==> src/rtl/core/pbv_pkg.sv <==
// Shared types and constants of the settings record validator.
`default_nettype none
package pbv_pkg;

    localparam logic [31:0] CRC_POLY = 32'hEDB88320;
    localparam logic [31:0] CRC_ONES = 32'hFFFFFFFF;
    localparam logic [7:0]  ARP_MAX  = 8'd5;
    localparam logic [7:0]  WAVE_MAX = 8'd1;

    localparam logic [2:0] ST_OK          = 3'd0;
    localparam logic [2:0] ST_TOO_SHORT   = 3'd1;
    localparam logic [2:0] ST_BAD_MAGIC   = 3'd2;
    localparam logic [2:0] ST_BAD_VERSION = 3'd3;
    localparam logic [2:0] ST_BAD_SIZE    = 3'd4;
    localparam logic [2:0] ST_BAD_CRC     = 3'd5;

    localparam logic REG_MAGIC   = 1'b0;
    localparam logic REG_VERSION = 1'b1;

    localparam int ARP_OFS      = 9;
    localparam int WAVE_OFS     = 11;
    localparam int GEN_LO_OFS   = 16;
    localparam int GEN_HI_OFS   = 17;
    localparam int LOCK_LO_OFS  = 18;
    localparam int LOCK_HI_OFS  = 19;
    localparam int HEADER_BYTES = 8;

    typedef struct packed {
        logic [7:0] data_byte;
        logic       buffer_end;
    } in_t;

    typedef struct packed {
        logic [2:0]  status;
        logic [2:0]  arp_pattern;
        logic        pad_waveform;
        logic [15:0] generator_word;
        logic [15:0] lock_bits;
    } out_t;

    typedef struct packed {
        logic [31:0] expected_magic;
        logic [15:0] expected_version;
    } cfg_t;

endpackage
`default_nettype wire

==> src/rtl/core/pbv_crc_byte.sv <==
// Reflected CRC-32 update over one byte, unrolled.
`default_nettype none
module pbv_crc_byte (
    input  wire logic [31:0] crc_in,
    input  wire logic [7:0]  data_in,
    output logic      [31:0] crc_out
);

    always_comb begin
        logic [31:0] c;
        c = crc_in ^ {24'd0, data_in};
        for (int k = 0; k < 8; k++) begin
            c = (c >> 1) ^ (c[0] ? pbv_pkg::CRC_POLY : 32'd0);
        end
        crc_out = c;
    end

endmodule
`default_nettype wire

==> src/rtl/core/pbv_record_check.sv <==
// Record state, field capture and verdict for one byte per cycle while fire is high.
`default_nettype none
module pbv_record_check #(
    parameter int RECORD_BYTES = 256
) (
    input  wire logic          aclk,
    input  wire logic          aresetn,
    input  wire logic          fire,
    input  wire pbv_pkg::in_t  in_item,
    input  wire pbv_pkg::cfg_t cfg,
    output logic               res_valid,
    output pbv_pkg::out_t      res_item
);

    localparam int IDX_W = $clog2(RECORD_BYTES);
    localparam logic [IDX_W-1:0] LAST_IDX  = IDX_W'(RECORD_BYTES - 1);
    localparam logic [IDX_W-1:0] CHECK_IDX = IDX_W'(RECORD_BYTES - 4);
    localparam logic [15:0]      REC_SIZE  = 16'(RECORD_BYTES);

    logic [IDX_W-1:0] idx_reg,    idx_next;
    logic [31:0]      crc_reg,    crc_next;
    logic             done_reg,   done_next;
    logic [63:0]      header_reg, header_next;
    logic [23:0]      stored_reg, stored_next;
    logic [7:0]       arp_reg,    arp_next;
    logic [7:0]       wave_reg,   wave_next;
    logic [15:0]      gen_reg,    gen_next;
    logic [15:0]      lock_reg,   lock_next;

    logic [31:0] crc_upd;
    logic [1:0]  check_pos;

    pbv_crc_byte u_crc (
        .crc_in  (crc_reg),
        .data_in (in_item.data_byte),
        .crc_out (crc_upd)
    );

    assign check_pos = 2'(idx_reg - CHECK_IDX);

    always_comb begin
        logic [7:0]  b;
        logic [31:0] stored_full;
        b           = in_item.data_byte;
        idx_next    = idx_reg;
        crc_next    = crc_reg;
        done_next   = done_reg;
        header_next = header_reg;
        stored_next = stored_reg;
        arp_next    = arp_reg;
        wave_next   = wave_reg;
        gen_next    = gen_reg;
        lock_next   = lock_reg;
        res_valid   = 1'b0;
        res_item    = '0;
        stored_full = {b, stored_reg};

        if (fire) begin
            if (done_reg) begin
                if (in_item.buffer_end) begin
                    idx_next  = '0;
                    crc_next  = pbv_pkg::CRC_ONES;
                    done_next = 1'b0;
                end
            end else begin
                if (idx_reg < IDX_W'(pbv_pkg::HEADER_BYTES)) begin
                    header_next[8*idx_reg[2:0] +: 8] = b;
                end
                if (idx_reg == IDX_W'(pbv_pkg::ARP_OFS)) begin
                    arp_next = b;
                end
                if (idx_reg == IDX_W'(pbv_pkg::WAVE_OFS)) begin
                    wave_next = b;
                end
                if (idx_reg == IDX_W'(pbv_pkg::GEN_LO_OFS)) begin
                    gen_next[7:0] = b;
                end
                if (idx_reg == IDX_W'(pbv_pkg::GEN_HI_OFS)) begin
                    gen_next[15:8] = b;
                end
                if (idx_reg == IDX_W'(pbv_pkg::LOCK_LO_OFS)) begin
                    lock_next[7:0] = b;
                end
                if (idx_reg == IDX_W'(pbv_pkg::LOCK_HI_OFS)) begin
                    lock_next[15:8] = b;
                end
                if (idx_reg < CHECK_IDX) begin
                    crc_next = crc_upd;
                end else if (idx_reg != LAST_IDX) begin
                    stored_next[8*check_pos +: 8] = b;
                end

                if (idx_reg == LAST_IDX) begin
                    res_valid = 1'b1;
                    if (header_reg[31:0] != cfg.expected_magic) begin
                        res_item.status = pbv_pkg::ST_BAD_MAGIC;
                    end else if (header_reg[47:32] != cfg.expected_version) begin
                        res_item.status = pbv_pkg::ST_BAD_VERSION;
                    end else if (header_reg[63:48] != REC_SIZE) begin
                        res_item.status = pbv_pkg::ST_BAD_SIZE;
                    end else if ((crc_reg ^ pbv_pkg::CRC_ONES) != stored_full) begin
                        res_item.status = pbv_pkg::ST_BAD_CRC;
                    end else begin
                        res_item.status         = pbv_pkg::ST_OK;
                        res_item.arp_pattern    =
                            (arp_reg > pbv_pkg::ARP_MAX) ? 3'd0 : arp_reg[2:0];
                        res_item.pad_waveform   =
                            (wave_reg > pbv_pkg::WAVE_MAX) ? 1'b0 : wave_reg[0];
                        res_item.generator_word = gen_reg;
                        res_item.lock_bits      = lock_reg;
                    end
                    if (in_item.buffer_end) begin
                        idx_next = '0;
                        crc_next = pbv_pkg::CRC_ONES;
                    end else begin
                        done_next = 1'b1;
                    end
                end else if (in_item.buffer_end) begin
                    res_valid       = 1'b1;
                    res_item.status = pbv_pkg::ST_TOO_SHORT;
                    idx_next        = '0;
                    crc_next        = pbv_pkg::CRC_ONES;
                end else begin
                    idx_next = idx_reg + 1'b1;
                end
            end
        end
    end

    always_ff @(posedge aclk) begin
        if (!aresetn) begin
            idx_reg  <= '0;
            crc_reg  <= pbv_pkg::CRC_ONES;
            done_reg <= 1'b0;
        end else begin
            idx_reg  <= idx_next;
            crc_reg  <= crc_next;
            done_reg <= done_next;
        end
    end

    always_ff @(posedge aclk) begin
        header_reg <= header_next;
        stored_reg <= stored_next;
        arp_reg    <= arp_next;
        wave_reg   <= wave_next;
        gen_reg    <= gen_next;
        lock_reg   <= lock_next;
    end

endmodule
`default_nettype wire

==> src/rtl/core/persist_blob_validator_core.sv <==
// Top level of the settings record validator: request registers and APB port.
// Verdicts are registered in the output register, which drives m_valid.
// One byte per cycle while not stalled, set by the single unrolled CRC byte update.
// A full output register stalls the input register only while m_ready is low.
// Synchronous active-low reset clears handshake state and re-arms at offset 0;
// expected_magic resets to 0 and expected_version to 1.
`default_nettype none
module persist_blob_validator_core #(
    parameter int RECORD_BYTES = 256
) (
    input  wire logic          aclk,
    input  wire logic          aresetn,
    input  wire logic          s_valid,
    output logic               s_ready,
    input  wire pbv_pkg::in_t  s_payload,
    output logic               m_valid,
    input  wire logic          m_ready,
    output pbv_pkg::out_t      m_payload,
    input  wire logic          psel,
    input  wire logic          penable,
    input  wire logic          pwrite,
    input  wire logic [2:0]    paddr,
    input  wire logic [31:0]   pwdata,
    output logic [31:0]        prdata,
    output logic               pready
);

    logic          in_valid_reg, in_valid_next;
    pbv_pkg::in_t  in_item_reg;
    logic          out_valid_reg, out_valid_next;
    pbv_pkg::out_t out_item_reg;
    pbv_pkg::cfg_t cfg_reg, cfg_next;

    logic          advance;
    logic          res_valid;
    pbv_pkg::out_t res_item;

    assign advance = in_valid_reg && (!out_valid_reg || m_ready);
    assign s_ready = !in_valid_reg || advance;
    assign m_valid = out_valid_reg;
    assign m_payload = out_item_reg;
    assign pready = 1'b1;

    pbv_record_check #(
        .RECORD_BYTES (RECORD_BYTES)
    ) u_check (
        .aclk      (aclk),
        .aresetn   (aresetn),
        .fire      (advance),
        .in_item   (in_item_reg),
        .cfg       (cfg_reg),
        .res_valid (res_valid),
        .res_item  (res_item)
    );

    always_comb begin
        in_valid_next = in_valid_reg;
        if (s_valid && s_ready) begin
            in_valid_next = 1'b1;
        end else if (advance) begin
            in_valid_next = 1'b0;
        end
        out_valid_next = out_valid_reg;
        if (advance && res_valid) begin
            out_valid_next = 1'b1;
        end else if (m_ready) begin
            out_valid_next = 1'b0;
        end
    end

    always_comb begin
        cfg_next = cfg_reg;
        if (psel && penable && pwrite) begin
            case (paddr[2])
                pbv_pkg::REG_MAGIC: begin
                    cfg_next.expected_magic = pwdata;
                end
                pbv_pkg::REG_VERSION: begin
                    cfg_next.expected_version = pwdata[15:0];
                end
                default: begin
                    cfg_next = cfg_reg;
                end
            endcase
        end
    end

    always_comb begin
        case (paddr[2])
            pbv_pkg::REG_MAGIC: begin
                prdata = cfg_reg.expected_magic;
            end
            pbv_pkg::REG_VERSION: begin
                prdata = {16'd0, cfg_reg.expected_version};
            end
            default: begin
                prdata = 32'd0;
            end
        endcase
    end

    always_ff @(posedge aclk) begin
        if (!aresetn) begin
            in_valid_reg  <= 1'b0;
            out_valid_reg <= 1'b0;
            cfg_reg       <= '{expected_magic: 32'd0, expected_version: 16'd1};
        end else begin
            in_valid_reg  <= in_valid_next;
            out_valid_reg <= out_valid_next;
            cfg_reg       <= cfg_next;
        end
    end

    always_ff @(posedge aclk) begin
        if (s_valid && s_ready) begin
            in_item_reg <= s_payload;
        end
        if (advance && res_valid) begin
            out_item_reg <= res_item;
        end
    end

endmodule
`default_nettype wire
==> config.mk <==
export PLATFORM = sky130hd
export DESIGN_NAME = persist_blob_validator_core
export DESIGN_NICKNAME = d
export VERILOG_FILES = /design/src/rtl/core/pbv_pkg.sv /design/src/rtl/core/pbv_crc_byte.sv /design/src/rtl/core/pbv_record_check.sv /design/src/rtl/core/persist_blob_validator_core.sv
export SDC_FILE = /design/constraint.sdc
export NUM_CORES = 1
export LEC_CHECK = 0
export ABC_CLOCK_PERIOD_IN_PS = 8500
export BUFFER_PORTS_ARGS = -buffer_cell sky130_fd_sc_hd__buf_2
export CAP_MARGIN = 20
export CELL_PAD_IN_SITES_DETAIL_PLACEMENT = 1
export CELL_PAD_IN_SITES_GLOBAL_PLACEMENT = 1
export CORE_ASPECT_RATIO = 1.25
export CORE_MARGIN = 3
export CORE_UTILIZATION = 25
export CTS_CLUSTER_SIZE = 8
export DETAILED_ROUTE_END_ITERATION = 7
export PLACE_DENSITY_LB_ADDON = 0.1
export RECOVER_POWER = 100
export SYNTH_ARGS = -nofsm -noshare
export SYNTH_HDL_FRONTEND = slang
export SYNTH_SLANG_ARGS = --single-unit
export TNS_END_PERCENT = 5
==> constraint.sdc <==
create_clock -name aclk -period 8.5 [get_ports aclk]
set_input_delay 1.7 -clock aclk [delete_from_list [all_inputs] [get_ports aclk]]
set_output_delay 1.7 -clock aclk [all_outputs]
set_load 0.05 [all_outputs]
==> metrics.txt, run 1 <==
status finished, violations left; failing checks max-capacitance violations, max-slew violations; actual slew at the worst max-slew pin 3.25 ns; Syn Inst Count 1001; post-synthesis mux area share 0.0148; Max Cap Viol 4; complex-gate fraction of the synthesized area 0.0563; fraction of registers with async set/reset 0; post-synthesis sequential area ratio 0.603; RSZ-0062 raised after global routing false; pwr dens 229 mW/mm2; Largest register FFs 64; drt first-iter violations 243; CP max stage cell clkbuf_1; peak supply drop 150 uV; FP Rows 89; # clock sinks 275; initial antenna violation count 1; Ys Warns 0; worst skew pair latency 0.54 ns; worst hold path type reg -> reg; Area Overhead vs Synth 19.6%; first-pass GRT wire length 55000 um; hold-fix buffers at CTS 0; CP delay by family, top buffers and inverters; Setup crit end kind flop; CP Launch Type input pin; # IOs 125; Max-slew headroom -1.17; worst path bufs/invs 2; Max stage delay on crit path 2.31 ns; largest net degree at the start of global routing 70; Synth Cell Area 0.0122 mm2; WHS 0.504 ns; number of synthesized flops with an enable pin 184; GRT Residual Overflow 0; CTS tree done; PortBufs 121; final critical-path required period 5.90 ns; Synth Area in Simple Gates 0.173; synth unique cells 49; vias per inst 4.31; Clock Skew 0.0162 ns; Routability Congestion 0.732; Starting Density 0.256; count of endpoints failing hold in the final timing report 0; die area 0.0515 mm2; post_cts resized 0; largest family of logic cells by synthesized area simple AND/OR/NAND/NOR gates; leakage power 0.00482 uW; Mapped Nets 1057; layout cells sized above 1 0.114; Slew Viols, Final 140; DR vias 7788; setup repair bufs after CTS 0; Core ar. 0.0477 mm2; drt total wl 37000 um; final setup fails 0; post-route design area 0.0146 mm2; Global Route Usage Sum 0.143; drc violations 0; CP most frequent cell clkbuf_1; Worst Path Required 8.91 ns; Post-Syn Area per Cell 12.2 um2; die height 253 um; vias in the first global route 8322; setup TNS 0 ns; Worst Path Arrival 6.31 ns; min setup slack post-route 2.60 ns; NumNets Final 1198; clock buffer count from CTS 40; crit-path max FO 69; flops & latches, synth 275; Die W 204 um; Synth Area in XOR/XNOR 0.130; Max Clk Rate 0.170 GHz; ANT cells 0; period utilisation layout 0.694; placed cell area 0.0135 mm2; CTS max path bufs 3; Setup CP Type in -> reg; Routed WL per cell 20.4 um; First-pass DRT Iterations 4; root buf cell clkbuf_16; antenna viol nets, final 0; Fill cells 5315; clock-pin slew on the worst setup and hold paths 0.05 ns; CP cell instances clkbuf_1, clkbuf_1, nand2_1, o22a_1; Main synth FF type edfxtp_1; dpl ws 3.75 ns; adder-cell area share of the yosys netlist 0.00513; HPWL after DPL 25700 um; H-tree depth 2
-- layout make-up --
cell class | instances | area [um2] | area share
inverter | 5 | 18.8 | 0.00129
tap | 637 | 797 | 0.0547
sequential | 275 | 7350 | 0.504
timing repair buffer | 144 | 637 | 0.0437
clock inverter | 2 | 50.0 | 0.00343
multi-input combinational | 676 | 4600 | 0.315
clock buffer | 69 | 1130 | 0.0776
-- synthesized netlist by cell type, types with 3 or more instances --
| master | count | share of area |
|---|---|---|
| clkbuf_1 | 33 | 0.010 |
| nand3_1 | 11 | 0.0045 |
| edfxtp_1 | 184 | 0.45 |
| xor2_1 | 49 | 0.035 |
| ha_1 | 5 | 0.0051 |
| xnor2_1 | 90 | 0.065 |
| mux2_2 | 16 | 0.015 |
| and2_1 | 92 | 0.047 |
| nor3b_1 | 3 | 0.0018 |
| o21ai_0 | 9 | 0.0037 |
| nand2b_1 | 6 | 0.0031 |
| a21boi_0 | 49 | 0.030 |
| inv_1 | 5 | 0.0015 |
| nor2b_1 | 20 | 0.010 |
| nor2_1 | 50 | 0.015 |
| and3_1 | 20 | 0.010 |
| o22a_1 | 18 | 0.013 |
| nand2_1 | 123 | 0.038 |
| nor4_1 | 14 | 0.0072 |
| o21a_1 | 3 | 0.0018 |
| xnor2_4 | 7 | 0.016 |
| buf_6 | 4 | 0.0037 |
| o22ai_1 | 6 | 0.0031 |
| xor2_2 | 3 | 0.0040 |
| xnor2_2 | 4 | 0.0053 |
| nand4_1 | 26 | 0.013 |
| buf_2 | 6 | 0.0025 |
| a21oi_1 | 5 | 0.0021 |
| nor3_1 | 26 | 0.011 |
| dfxtp_1 | 91 | 0.15 |
-- layer usage --
metal / global-route usage / vias up / wire [um]
li1: - / 3777 / -
met1: 0.178 / 3846 / 16000
met2: 0.259 / 119 / 19100
met3: 0.0252 / 46 / 1200
met4: 0.0327 / 0 / 645
met5: 0 / - / 0
-- worst register-to-register path: cells and delay by family (launching register included) --
kind,cells,cell delay (ns)
xor+xnor,1,0.38
buf+inv,2,2.05
flops,1,0.31
simple gates,5,1.56
-- stage by stage --
step	power, uW	instances	utilization
after floorplan	1740	1001	-
after global placement	1850	1731	0.284
after detailed placement	1850	1733	0.284
after CTS	3410	1804	0.309
after global routing	3480	1808	0.306
final	3340	1808	0.306
-- cells in the final DEF (no fill, tap or decap), types with 2 or more instances in the layout --
cell type	Yosys	final
ha_1	5	5
o21ai_0	9	9
clkbuf_16	0	41
xnor2_4	7	7
a21oi_1	5	5
xor2_2	3	3
xor2_1	49	49
xnor2_1	90	90
xor2_4	2	2
nand3_1	11	11
dfxtp_1	91	91
xnor2_2	4	4
nor4b_1	2	2
or3_1	2	2
nor2b_1	20	20
nor3b_1	3	4
nand2_1	123	123
and2_1	92	27
nor4_1	14	15
and2_0	0	65
o21a_1	3	3
nand2b_1	6	6
mux2_2	16	10
clkbuf_1	33	113
buf_4	1	5
nor2_1	50	49
buf_2	6	53
inv_1	5	5
nand4_1	26	26
nor3_1	26	27
and3_1	20	20
o22ai_1	6	6
mux2_1	0	6
o22a_1	18	18
a21boi_0	49	49
edfxtp_1	184	184
-- final timing paths --
kind                                     start  slack (ns)  cells past startpoint            endpoint
worst min register to register     cfg_reg[34]        0.50                      2         cfg_reg[34]
worst max register to register  in_item_reg[2]        4.03                      8       m_payload[26]
worst min-delay path               cfg_reg[34]        0.50                      2         cfg_reg[34]
worst max-delay path                   aresetn        2.60                      4  u_check.crc_reg[5]
-- where the power goes --
group	switching (uW)	internal, uW	total [uW]
Sequential	29.8	1450	1480
Combinational	200	134	334
Clock	596	929	1530
-- cell families (layout without fill, tap and decap cells) --
logic type	after synthesis	count (layout)
adders and majority gates	5	5
buffers and inverters	50	220
AOI/OAI and AO/OA	94	94
xor gates and xnor gates	155	155
DFF	275	275
muxes	16	16
and+or+nand+nor	405	405
other	1	1
Power figures use the tool's default switching activity.
==> run 2, diff against run 1 <==
--- a/config.mk
+++ b/config.mk
@@ -5,7 +5,8 @@
 export SDC_FILE = /design/constraint.sdc
 export NUM_CORES = 1
 export LEC_CHECK = 0
-export ABC_CLOCK_PERIOD_IN_PS = 8500
+export ABC_AREA = 1
+export ABC_CLOCK_PERIOD_IN_PS = 5100
 export BUFFER_PORTS_ARGS = -buffer_cell sky130_fd_sc_hd__buf_2
 export CAP_MARGIN = 20
 export CELL_PAD_IN_SITES_DETAIL_PLACEMENT = 1
==> constraint.sdc (replaced) <==
create_clock -name aclk -period 5.1 [get_ports aclk]
set_input_delay 1.02 -clock aclk [delete_from_list [all_inputs] [get_ports aclk]]
set_output_delay 1.02 -clock aclk [all_outputs]
set_load 0.05 [all_outputs]
==> metrics.txt, run 2 <==
R2R depth 8 (unchanged); flops & latches, synth 275 (unchanged); Routed WL per cell 18.8 um (-8.1%); complex-gate fraction of the synthesized area 0.0639 (+0.00752); post_cts resized 0 (unchanged); Routability Congestion 0.798 (+9.0%); initial antenna violation count 2 (+1); die height 261 um (+3.2%); H-tree depth 2 (unchanged); clock-pin slew on the worst setup and hold paths 0.06 ns (about the same); period utilisation layout 0.809; Worst Path Arrival 4.33 ns (-1.98 ns); pwr dens 374 mW/mm2 (+63%); post-synthesis sequential area ratio 0.565 (-0.0378); hold path cells 2 (unchanged); GRT met3 Usage 0.0217 (-0.00352); fraction of registers with async set/reset 0 (unchanged); Main synth FF type edfxtp_1; Max Clk Rate 0.242 GHz; worst skew pair latency 0.56 ns (+0.02 ns); post-synthesis mux area share 0 (-0.0148); antenna viol nets, final 0 (unchanged); drt total wl 43000 um (+16%); Mapped Nets 1518 (+44%); commonest non-fill, non-tap cells in the layout 328 x nand2_1, 224 x nor2_1, 184 x edfxtp_1; number of synthesized flops with an enable pin 184 (unchanged); first-pass GRT wire length 64900 um (+18%); HPWL after DPL 30900 um (+20%); ANT cells 0 (unchanged); Fill cells 6041 (+14%); Die W 210 um (+3.2%); GRT Residual Overflow 0 (unchanged); Setup CP Type reg -> reg; top cell type's share of synthesized area 0.425 (-0.0285); adder-cell area share of the yosys netlist 0.00481 (-0.000322); GRT busiest layer met2; Clock Skew 0.0224 ns (+0.00619 ns); Synth Area in XOR/XNOR 0.0567 (-0.0728); Worst Path Required 5.30 ns (-3.61 ns); worst path bufs/invs 4 (+2); DR vias 10200 (+31%); Syn Inst Count 1462 (+46%); CP Launch Type flop; largest net degree at the start of global routing 54 (-23%); CP delay by family, top buffers and inverters; actual slew at the worst max-slew pin 1.98 ns (-1.27 ns); setup repair bufs after CTS 0 (unchanged); most frequent cell after synthesis nand2_1; met2 Use GR 0.281 (+0.0217); NumNets Final 1655 (+38%); FP Rows 92 (+3.4%); Largest register FFs 64 (unchanged); Starting Density 0.255 (-0.000700); worst hold path type reg -> reg; Global Route Usage Sum 0.156 (+0.0125); # IOs 125 (unchanged); Area contributors post-synth edfxtp_1 42%, dfxtp_1 14%, nand2_1 9.3%; vias per inst 4.44 (+3.1%); Slew Viols, Final 95 (-32%); drc violations 0 (unchanged); Max-slew headroom -0.321 (+0.847); most common cell after layout, fill and taps aside nand2_1; Max stage delay on crit path 0.72 ns (-1.59 ns); CP cell instances inv_1, ha_1, ha_1, clkinv_1, clkbuf_1, nand3_1, nor3_1, clkbuf_1; CP max stage cell dfxtp_1; CTS max path bufs 3 (unchanged); count of endpoints failing hold in the final timing report 0 (unchanged); Max Cap Viol 3 (-1); die area 0.0548 mm2 (+6.5%); RSZ-0062 raised after global routing false; Setup crit end kind flop; routing usage on met1 0.196 (+0.0180); Area Overhead vs Synth 18.2%; WHS 0.490 ns (-0.0141 ns); leakage power 0.00599 uW (+24%); PortBufs 121 (unchanged); largest family of logic cells by synthesized area simple AND/OR/NAND/NOR gates; Crit path depth 8 (+4); # clock sinks 275 (unchanged); drt first-iter violations 392 (+61%); peak supply drop 185 uV (+24%); synth unique cells 50 (+2.0%); Ys Warns 0 (unchanged); failing checks max-capacitance violations, max-slew violations; Synth Cell Area 0.0130 mm2 (+6.7%); final setup fails 0 (unchanged); vias in the first global route 10600 (+27%); CTS tree done; setup TNS 0 ns (unchanged); Post-synth top cells 324 x nand2_1, 219 x nor2_1, 184 x edfxtp_1, 146 x inv_1, 91 x dfxtp_1; hold-fix buffers at CTS 0 (unchanged); crit-path max FO 18 (-74%); clock buffer count from CTS 40 (unchanged); First-pass DRT Iterations 4 (unchanged); Yosys top cell by area edfxtp_1; status finished, violations left; root buf cell clkbuf_16; Core ar. 0.0510 mm2 (+7.0%); Post-Syn Area per Cell 8.90 um2 (-27%); layout cells sized above 1 0.0895 (-0.0249); Synth Area in Simple Gates 0.245 (+0.0727); final critical-path required period 4.13 ns
==> run 2: changes by cell type in the layout (fill, tap and decap cells not counted), sizes merged, moves of 19 or more <==
cell and delta:
inv +153, a21boi -49, nor2 +178, nor2b -19, o21ai +81, and2 -92
a21oi +41, nand4 -23, xnor2 -63, nand2 +219, nand3 +63
==> run 2: kinds of logic after synthesis <==
kind of cell / after synthesis
buffers and inverters: 208
other: 1
flip-flops: 275
XOR/XNOR: 77
AND/OR/NAND/NOR: 741
adder cells (fa/ha/maj): 5
AO/OA/AOI/OAI: 155
==> run 2: routing by layer <==
| layer | routed length [um] | up-vias | share of wire |
|---|---|---|---|
| met4 | 919 | 0 | 0.021 |
| met2 | 21800 | 133 | 0.51 |
| met1 | 19100 | 4947 | 0.44 |
| li1 | - | 5035 | - |
| met3 | 1190 | 52 | 0.028 |
| met5 | 0 | - | 0 |
==> run 2: layout make-up <==
cell class / instances / area [um2] / share of cell area
multi-input combinational: 979 / 4780 / 0.311
clock inverter: 4 / 50.0 / 0.00325
timing repair buffer: 143 / 647 / 0.0421
tap: 658 / 823 / 0.0535
sequential: 275 / 7350 / 0.478
clock buffer: 70 / 1120 / 0.0731
inverter: 160 / 603 / 0.0392
==> run 2: final timing paths <==
path / from / endpoint / slack (ns)
worst max-delay path: u_check.idx_reg[0] / u_check.header_reg[4] / 0.97
worst min-delay path: cfg_reg[3] / cfg_reg[3] / 0.49
worst max register to register: u_check.idx_reg[0] / u_check.header_reg[4] / 0.97
worst min register to register: cfg_reg[3] / cfg_reg[3] / 0.49
==> run 2: stage by stage <==
stage	instance area, um2	util	instances	total power [uW]	worst slack, ns
2_1_floorplan	13000	-	1462	3040	1.07
3_3_place_gp	14400	0.282	2210	3280	1.51
3_5_place_dp	14400	0.282	2212	3300	1.42
4_1_cts	15500	0.305	2286	5880	1.42
5_1_grt	15400	0.302	2289	6020	0.621
6_report	15400	0.302	2289	5750	0.974
==> run 2: where the power goes <==
group | total (uW) | switching (uW) | internal, uW
logic | 723 | 516 | 207
registers | 2510 | 74.6 | 2430
clock network | 2520 | 1020 | 1490
total | 5750 | 1610 | 4130
==> run 2: tightest hold or removal path, stage by stage, from the launching register on <==
cell	delay (ns)
dfxtp_1	0.33
inv_1	0.06
a21oi_1	0.05
